==> config.mk <==
export PLATFORM = sky130hd
export DESIGN_NAME = glyph_code_binary_search
export DESIGN_NICKNAME = d
export VERILOG_FILES = /design/src/rtl/gcbs_pkg.sv /design/src/rtl/gcbs_ctrl.sv /design/src/rtl/gcbs_dp.sv /design/src/rtl/glyph_code_binary_search.sv
export VERILOG_INCLUDE_DIRS = /design/src /design/src/rtl
export SDC_FILE = /design/constraint.sdc
export NUM_CORES = 2
export LEC_CHECK = 0
export BUFFER_PORTS_ARGS = -buffer_cell sky130_fd_sc_hd__buf_2
export CELL_PAD_IN_SITES_DETAIL_PLACEMENT = 1
export CELL_PAD_IN_SITES_GLOBAL_PLACEMENT = 2
export CORE_ASPECT_RATIO = 1.4
export CORE_UTILIZATION = 55
export DETAILED_ROUTE_END_ITERATION = 10
export PLACE_DENSITY_LB_ADDON = 0.1
export SETUP_SLACK_MARGIN = 0.5
export SLEW_MARGIN = 20
export SYNTH_ARGS = -nofsm -noshare
export SYNTH_HDL_FRONTEND = slang
export SYNTH_SLANG_ARGS = --single-unit
==> constraint.sdc <==
create_clock -name clock -period 9.9 [get_ports clock]
set_clock_uncertainty 0.15 [all_clocks]
set_input_delay 0 -clock clock [delete_from_list [all_inputs] [get_ports clock]]
set_output_delay 0 -clock clock [all_outputs]
set_load 0.03 [all_outputs]
==> src/rtl/glyph_code_binary_search_macros.svh <==
// glyph_code_binary_search_macros.svh: assertion macros for the sorted code table search
// no dependencies; taken in by the top level with `include
`ifndef GLYPH_CODE_BINARY_SEARCH_MACROS_SVH
`define GLYPH_CODE_BINARY_SEARCH_MACROS_SVH

// same-cycle implication, disabled in reset
`define GCBS_ASSERT_NOW(label, clk, rst, ante, cons, msg) \
   label: assert property (@(posedge clk) disable iff (rst) (ante) |-> (cons)) else $error(msg);

// next-cycle implication, disabled in reset
`define GCBS_ASSERT_NEXT(label, clk, rst, ante, cons, msg) \
   label: assert property (@(posedge clk) disable iff (rst) (ante) |=> (cons)) else $error(msg);

`endif

==> src/rtl/gcbs_pkg.sv <==
// gcbs_pkg: payload types, controller/datapath command and status, widths
// no dependencies; used by every module of glyph_code_binary_search
package gcbs_pkg;

   localparam int TABLE_DEPTH_DEF = 256;
   localparam int COUNT_W         = 9;
   localparam int SLOT_W          = 8;
   localparam int CODE_W          = 8;

   localparam logic REQ_MODE_LOAD = 1'b0;
   localparam logic REQ_MODE_FIND = 1'b1;

   typedef struct packed {
      logic              mode;
      logic [SLOT_W-1:0] slot;
      logic [CODE_W-1:0] code;
   } req_type;

   typedef struct packed {
      logic              found;
      logic [SLOT_W-1:0] match_slot;
   } rsp_type;

   // controller to datapath
   typedef struct packed {
      logic start;    // open a new search window
      logic load;     // write one code into the table
      logic advance;  // narrow the window after a miss
      logic finish;   // capture the result beat
   } gcbs_cmd_type;

   // datapath to controller
   typedef struct packed {
      logic empty;    // window has closed
      logic hit;      // probed entry equals the code
   } gcbs_sts_type;

endpackage

==> src/rtl/gcbs_ctrl.sv <==
// gcbs_ctrl: search sequencer and result valid
// depends on gcbs_pkg
module gcbs_ctrl (
   input  logic                  clock,
   input  logic                  reset,
   input  logic                  req_valid,
   input  logic                  req_mode,
   output logic                  req_stall,
   output logic                  rsp_valid,
   input  logic                  rsp_stall,
   output gcbs_pkg::gcbs_cmd_type cmd,
   input  gcbs_pkg::gcbs_sts_type sts
);
   import gcbs_pkg::*;

   typedef enum logic {
      ST_IDLE,
      ST_SEARCH
   } state_type;

   state_type state_ff, state_in;
   logic      rsp_valid_ff, rsp_valid_in;
   logic      req_accept;
   logic      out_free;

   assign req_stall  = (state_ff != ST_IDLE);
   assign req_accept = req_valid && (state_ff == ST_IDLE);
   assign out_free   = !rsp_valid_ff || !rsp_stall;

   always_comb begin
      cmd          = '0;
      state_in     = state_ff;
      rsp_valid_in = rsp_valid_ff && rsp_stall;
      case (state_ff)
         ST_IDLE: begin
            if (req_accept) begin
               if (req_mode == REQ_MODE_FIND) begin
                  cmd.start = 1'b1;
                  state_in  = ST_SEARCH;
               end else begin
                  cmd.load = 1'b1;
               end
            end
         end
         ST_SEARCH: begin
            if (sts.empty || sts.hit) begin
               // hold the search until the result register is free
               if (out_free) begin
                  cmd.finish   = 1'b1;
                  rsp_valid_in = 1'b1;
                  state_in     = ST_IDLE;
               end
            end else begin
               cmd.advance = 1'b1;
            end
         end
         default: begin
            state_in = ST_IDLE;
         end
      endcase
   end

   always_ff @(posedge clock) begin
      if (reset) begin
         state_ff     <= ST_IDLE;
         rsp_valid_ff <= 1'b0;
      end else begin
         state_ff     <= state_in;
         rsp_valid_ff <= rsp_valid_in;
      end
   end

   assign rsp_valid = rsp_valid_ff;

endmodule

==> src/rtl/gcbs_dp.sv <==
// gcbs_dp: code table memory, search window, count register and result register
// depends on gcbs_pkg
module gcbs_dp #(
   parameter int TABLE_DEPTH = gcbs_pkg::TABLE_DEPTH_DEF
) (
   input  logic                         clock,
   input  logic                         reset,
   input  gcbs_pkg::req_type            req_data,
   output gcbs_pkg::rsp_type            rsp_data,
   input  logic                         csr_wr_en,
   input  logic [gcbs_pkg::COUNT_W-1:0] csr_wr_data,
   input  gcbs_pkg::gcbs_cmd_type       cmd,
   output gcbs_pkg::gcbs_sts_type       sts
);
   import gcbs_pkg::*;

   localparam int ADDR_W = $clog2(TABLE_DEPTH);
   localparam int WIN_W  = ADDR_W + 1;
   localparam logic [COUNT_W-1:0] DEPTH_C = COUNT_W'(TABLE_DEPTH);

   logic [CODE_W-1:0]  code_mem [TABLE_DEPTH];
   logic [CODE_W-1:0]  rd_ff;
   logic [COUNT_W-1:0] entry_count_ff;
   logic [WIN_W-1:0]   lo_ff, lo_in;
   logic [WIN_W-1:0]   hi_ff, hi_in;
   logic [WIN_W-1:0]   mid_ff, mid_in;
   logic [CODE_W-1:0]  code_ff, code_in;
   rsp_type            rsp_ff, rsp_in;
   logic [WIN_W-1:0]   hi_start;
   logic               slot_ok;

   // count above the table size behaves as a full table
   assign hi_start = (entry_count_ff > DEPTH_C) ? WIN_W'(TABLE_DEPTH)
                                                : entry_count_ff[WIN_W-1:0];
   assign slot_ok  = ({1'b0, req_data.slot} < DEPTH_C);

   always_comb begin
      lo_in   = lo_ff;
      hi_in   = hi_ff;
      code_in = code_ff;
      if (cmd.start) begin
         lo_in   = '0;
         hi_in   = hi_start;
         code_in = req_data.code;
      end else if (cmd.advance) begin
         if (rd_ff < code_ff) begin
            lo_in = mid_ff + WIN_W'(1);
         end else begin
            hi_in = mid_ff;
         end
      end
   end

   assign mid_in = lo_in + ((hi_in - lo_in) >> 1);

   assign sts.empty = (lo_ff >= hi_ff);
   assign sts.hit   = (rd_ff == code_ff);

   always_comb begin
      rsp_in = rsp_ff;
      if (cmd.finish) begin
         rsp_in.found      = !sts.empty && sts.hit;
         rsp_in.match_slot = rsp_in.found ? SLOT_W'(mid_ff) : '0;
      end
   end

   // one write and one registered read per cycle
   always_ff @(posedge clock) begin
      if (cmd.load && slot_ok) begin
         code_mem[req_data.slot[ADDR_W-1:0]] <= req_data.code;
      end
      rd_ff <= code_mem[mid_in[ADDR_W-1:0]];
   end

   always_ff @(posedge clock) begin
      lo_ff   <= lo_in;
      hi_ff   <= hi_in;
      mid_ff  <= mid_in;
      code_ff <= code_in;
      rsp_ff  <= rsp_in;
   end

   always_ff @(posedge clock) begin
      if (reset) begin
         entry_count_ff <= '0;
      end else if (csr_wr_en) begin
         entry_count_ff <= csr_wr_data;
      end
   end

   assign rsp_data = rsp_ff;

endmodule

==> src/rtl/glyph_code_binary_search.sv <==
// glyph_code_binary_search: top level of the sorted character code table with search
// depends on gcbs_pkg, gcbs_ctrl, gcbs_dp and glyph_code_binary_search_macros.svh
//
// Holds a table of 8-bit character codes, loaded one slot per beat and kept in
// ascending order by the user, and answers find beats by binary search over
// slots 0 to entry_count-1. A load beat (mode 0) returns nothing; a slot at or
// above TABLE_DEPTH is dropped. A find beat (mode 1) returns one beat with
// found and match_slot (zero when not found). An entry_count above TABLE_DEPTH
// searches the whole table, zero gives not found. Timing: one table probe per
// cycle, set by the registered read port of the table memory, and at most 9
// probes with a full 256-entry table; a find holds the input until its result
// is in the output register. The result sits in an output register, so a load
// can be taken while a result beat waits; a find that completes while the
// previous result is still stalled holds until it drains. The table has no
// reset: slots must be loaded before a search can reach them. The user must
// write entry_count only while no find is in flight; the block itself does
// not enforce it.
module glyph_code_binary_search #(
   parameter int TABLE_DEPTH = gcbs_pkg::TABLE_DEPTH_DEF
) (
   input  logic                         clock,
   input  logic                         reset,
   // request channel
   input  logic                         req_valid,
   output logic                         req_stall,
   input  gcbs_pkg::req_type            req_data,
   // response channel
   output logic                         rsp_valid,
   input  logic                         rsp_stall,
   output gcbs_pkg::rsp_type            rsp_data,
   // entry_count register
   input  logic                         csr_wr_en,
   input  logic [gcbs_pkg::COUNT_W-1:0] csr_wr_data
);
   import gcbs_pkg::*;

   `include "glyph_code_binary_search_macros.svh"

   gcbs_cmd_type cmd;
   gcbs_sts_type sts;

   // sequencer: accepts beats only when idle, steps the search, owns rsp_valid
   gcbs_ctrl u_ctrl (
      .clock     (clock),
      .reset     (reset),
      .req_valid (req_valid),
      .req_mode  (req_data.mode),
      .req_stall (req_stall),
      .rsp_valid (rsp_valid),
      .rsp_stall (rsp_stall),
      .cmd       (cmd),
      .sts       (sts)
   );

   // table memory, lo/hi window, probe compare and result register
   gcbs_dp #(
      .TABLE_DEPTH (TABLE_DEPTH)
   ) u_dp (
      .clock       (clock),
      .reset       (reset),
      .req_data    (req_data),
      .rsp_data    (rsp_data),
      .csr_wr_en   (csr_wr_en),
      .csr_wr_data (csr_wr_data),
      .cmd         (cmd),
      .sts         (sts)
   );

   // a miss always reports slot zero
   `GCBS_ASSERT_NOW(a_miss_slot_zero, clock, reset, rsp_valid && !rsp_data.found, rsp_data.match_slot == '0, "miss with nonzero slot")
   // an accepted find blocks the input on the next cycle
   `GCBS_ASSERT_NEXT(a_find_busy, clock, reset, req_valid && !req_stall && req_data.mode == REQ_MODE_FIND, req_stall, "find did not start a search")
   // a load accepted while no result is pending produces no result beat
   `GCBS_ASSERT_NEXT(a_load_silent, clock, reset, req_valid && !req_stall && req_data.mode == REQ_MODE_LOAD && !rsp_valid, !rsp_valid, "load produced a result")
   // a new result is only presented once the window closed or hit
   `GCBS_ASSERT_NOW(a_finish_cond, clock, reset, cmd.finish, sts.empty || sts.hit, "search finished early")

endmodule
==> metrics.csv <==
metric;value;unit
initial_core_util;55.61;%
r2r-end;u_dp.rd_ff[0];
die_w;329.3;um
finalCriticalPeriod;8.670;ns
fin_crit_sh;87.58;%
async_flop_share;0;%
synth_cells;3640;
reg2reg_slack;1.23;ns
synth.distinct_cells;56;
via_per_inst;6.392;
syn_nets;3706;
worstPathArrival;9.20;ns
portBuffers;41;
wl;205000;um
status;finished, violations left;
yosysSeqAreaShare;76.30;%
hp-start;rsp_stall;
coreArea;148400;sq um
first_pass_iters;8;
violations;design-rule violations;
worst-setup-path-type;reg2reg;
clk_latency;0.83;ns
synthesis.area;82510;sq um
hold_violations;0;
ctsRootBufferMaster;clkbuf_16;
crit_slowest_cell;fa_4;
crit_top_cell;mux2i_1;
area_delta_synth_final;11.75;%
ys_warn_count;0;
required;10.43;ns
cts_setup_buffers;0;
cts.path.max_buffers;3;
rr_worst_depth;25;
final_nets;3893;
slew_viol_final;0;
avgSynthCellArea;22.67;sq um
grt_pass1_wl;294600;um
synth_simple_gate_area_share;2.079;%
tightest_slew;1.109;ns
nFillCells;11820;
grt_start_max_net_pins;113;
clock_sinks;2111;
drt-wirelength-per-cell;34.55;um
cp-start-kind;flip-flop;
synth_xor_area_share;0.2062;%
min_path_cells;3;
gr-total-overflow;0;
rows;167;
cap_violations;0;
drive_gt1_share;27.01;%
grt_pass1_vias;40550;
cp_max_fo;35;
whs;0.1207;ns
cts-resized-gates;0;
synthAdderAreaFrac;0.5490;%
worst_setup_path_end_kind;flip-flop;
max_freq;115.3;MHz
cts_tree;done;
die-area;151600;sq um
grtUsageTotal;27.73;%
antenna_left;0;
slowest_delay;1.22;ns
dpl.hpwl;125700;um
cts_buffers;191;
synthMuxAreaShare;19.13;%
slew_headroom;25.78;%
setup_viol;0;
holdPathEnd;u_dp.rsp_data[3];
drtIter0Drc;3634;
ios;42;
synth_edf_count;2067;
clk_pin_slew;0.06;ns
synth_ff_type;edfxtp_1;
synth-seq-cells;2111;
die_h;460.3;um
timing.rr.start;u_dp.code_ff[7];
synth_compound_area_share;0.5247;%
synth_top_family_by_area;multiplexers;
routed-via-count;37920;
antenna_found_initial;9;
gp_congestion;0.7992;
cts_max_level;4;
drc;2;
fin_tns_setup;0;ns
hp-class;in2reg;
grt_setup_unrepaired;false;
metal layers:
| metal | GRT usage (%) | vias to the layer above | share of wire [%] |
|---|---|---|---|
| met2 | 48.90 | 1214 | 54 |
| li1 | - | 15660 | - |
| met3 | 3.633 | 260 | 5.2 |
| met1 | 36.39 | 20790 | 39 |
| met5 | 0 | - | 0.032 |
| met4 | 7.493 | 10 | 2.4 |
how the worst max path moves through the flow:
stage,startpoint,endpoint,slack [ns],cells after the start
after detailed placement,u_dp.code_ff[5],u_dp.rd_ff[0],1.15,25
after global placement,u_dp.hi_ff[6],u_dp.rd_ff[0],1.19,25
after global routing,u_dp.code_ff[5],u_dp.rd_ff[0],0.99,25
final,u_dp.code_ff[7],u_dp.rd_ff[0],1.23,25
after CTS,u_dp.code_ff[7],u_dp.rd_ff[0],1.13,25
after floorplan,u_dp.hi_ff[6],u_dp.rd_ff[0],4.10,24
timing repair:
action / CTS / global route
hold buffers: 56 / 0
hold endpoints to repair: 742 / 0
endpoints found under the setup margin: 0 / 0
per-stage QoR:
| step | utilization (%) | setup WS (ns) | cells | cell area (sq um) |
|---|---|---|---|---|
| floorplan | - | 4.096 | 3640 | 82510 |
| global placement | 57.52 | 1.189 | 5518 | 85330 |
| detailed placement | 57.52 | 1.155 | 5518 | 85330 |
| CTS | 62.09 | 1.128 | 5928 | 92110 |
| global route | 62.15 | 0.9922 | 5932 | 92200 |
| finish | 62.15 | 1.230 | 5933 | 92200 |
synth_stat cells (all sizes together) (3+ instances only):
cell	number	area share, %
a211oi	4	0.052
a21o	3	0.027
a21oi	20	0.13
and2	9	0.068
buf	102	0.65
clkbuf	91	0.41
dfxtp	44	1.1
edfxtp	2067	75
ha	33	0.50
inv	33	0.15
mux2i	137	1.7
mux4	640	17
nand2	40	0.18
nand2b	3	0.023
nand3	16	0.097
nand3b	7	0.064
nand4	4	0.030
nor2	295	1.4
nor2b	12	0.094
o211ai	3	0.033
o21a	5	0.045
o21ai	24	0.15
or2	8	0.061
xnor2	10	0.12
xor2	5	0.053
logic make-up after synthesis:
group / count (synthesis)
AND/OR/NAND/NOR: 406
AO/OA/AOI/OAI: 69
multiplexers: 777
flip-flops: 2111
adder cells (fa/ha/maj): 35
XOR/XNOR: 16
buffers and inverters: 226
cells in the final DEF, fill, tap and decap left out, types with 4 or more instances in the layout:
| cell | synthesis | final |
|---|---|---|
| bufinv_16 | 0 | 20 |
| clkinv_2 | 0 | 30 |
| buf_12 | 0 | 18 |
| a21oi_1 | 19 | 18 |
| or2_2 | 6 | 6 |
| clkinv_4 | 0 | 6 |
| ha_1 | 33 | 32 |
| nand3_2 | 0 | 4 |
| clkbuf_8 | 0 | 8 |
| and2_1 | 9 | 9 |
| clkbuf_1 | 91 | 40 |
| mux4_2 | 640 | 640 |
| inv_1 | 32 | 32 |
| inv_6 | 0 | 6 |
| clkinv_1 | 0 | 41 |
| clkbuf_16 | 0 | 195 |
| dfxtp_1 | 44 | 44 |
| nor2_1 | 293 | 292 |
| nand2_1 | 40 | 32 |
| dlygate4sd3_1 | 0 | 56 |
| nand2_2 | 0 | 8 |
| buf_4 | 0 | 68 |
| nand4_1 | 4 | 4 |
| nand3_1 | 16 | 12 |
| xor2_1 | 5 | 4 |
| xnor2_1 | 8 | 7 |
| edfxtp_1 | 2067 | 2067 |
| mux2i_1 | 137 | 137 |
| o21ai_0 | 23 | 23 |
| buf_2 | 79 | 33 |
| clkinvlp_4 | 0 | 11 |
| nand3b_1 | 7 | 7 |
| nor2b_1 | 11 | 11 |
| o21a_1 | 5 | 5 |
final cells by class:
cell class              instances  area [sq um]  area share [%]
flip-flops and latches       2111         62950           68.27
multi-input cells            1303         18670           20.25
clock buffers                 235          5030           5.455
well taps                    1943          2431           2.637
repair buffers                187          1800           1.953
clock inverters               119          1191           1.292
inverters                      33         123.9          0.1343
diodes                          2         5.005        0.005428
sequential cells by signal (all words and copies together), names as in the netlist, named ones only:
register / cells
u_dp.code_mem: 2048
u_dp.entry_count_ff: 9
u_dp.lo_ff: 9
u_dp.mid_ff: 9
u_dp.rsp_data: 9
u_dp.code_ff: 8
u_dp.rd_ff: 8
u_dp.hi_ff: 7
u_ctrl.req_stall: 1
u_ctrl.rsp_valid: 1
worst max-delay path, delay by kind of cell, from the launching register on:
kind | cells | cell delay [ns]
simple gates | 6 | 1.72
mux | 7 | 2.46
buf+inv | 8 | 1.56
flops | 1 | 0.38
fa+ha+maj | 4 | 2.06
Power is not shown: default switching activity piles up to over one toggle a cycle in this logic, so the estimate is an artifact.
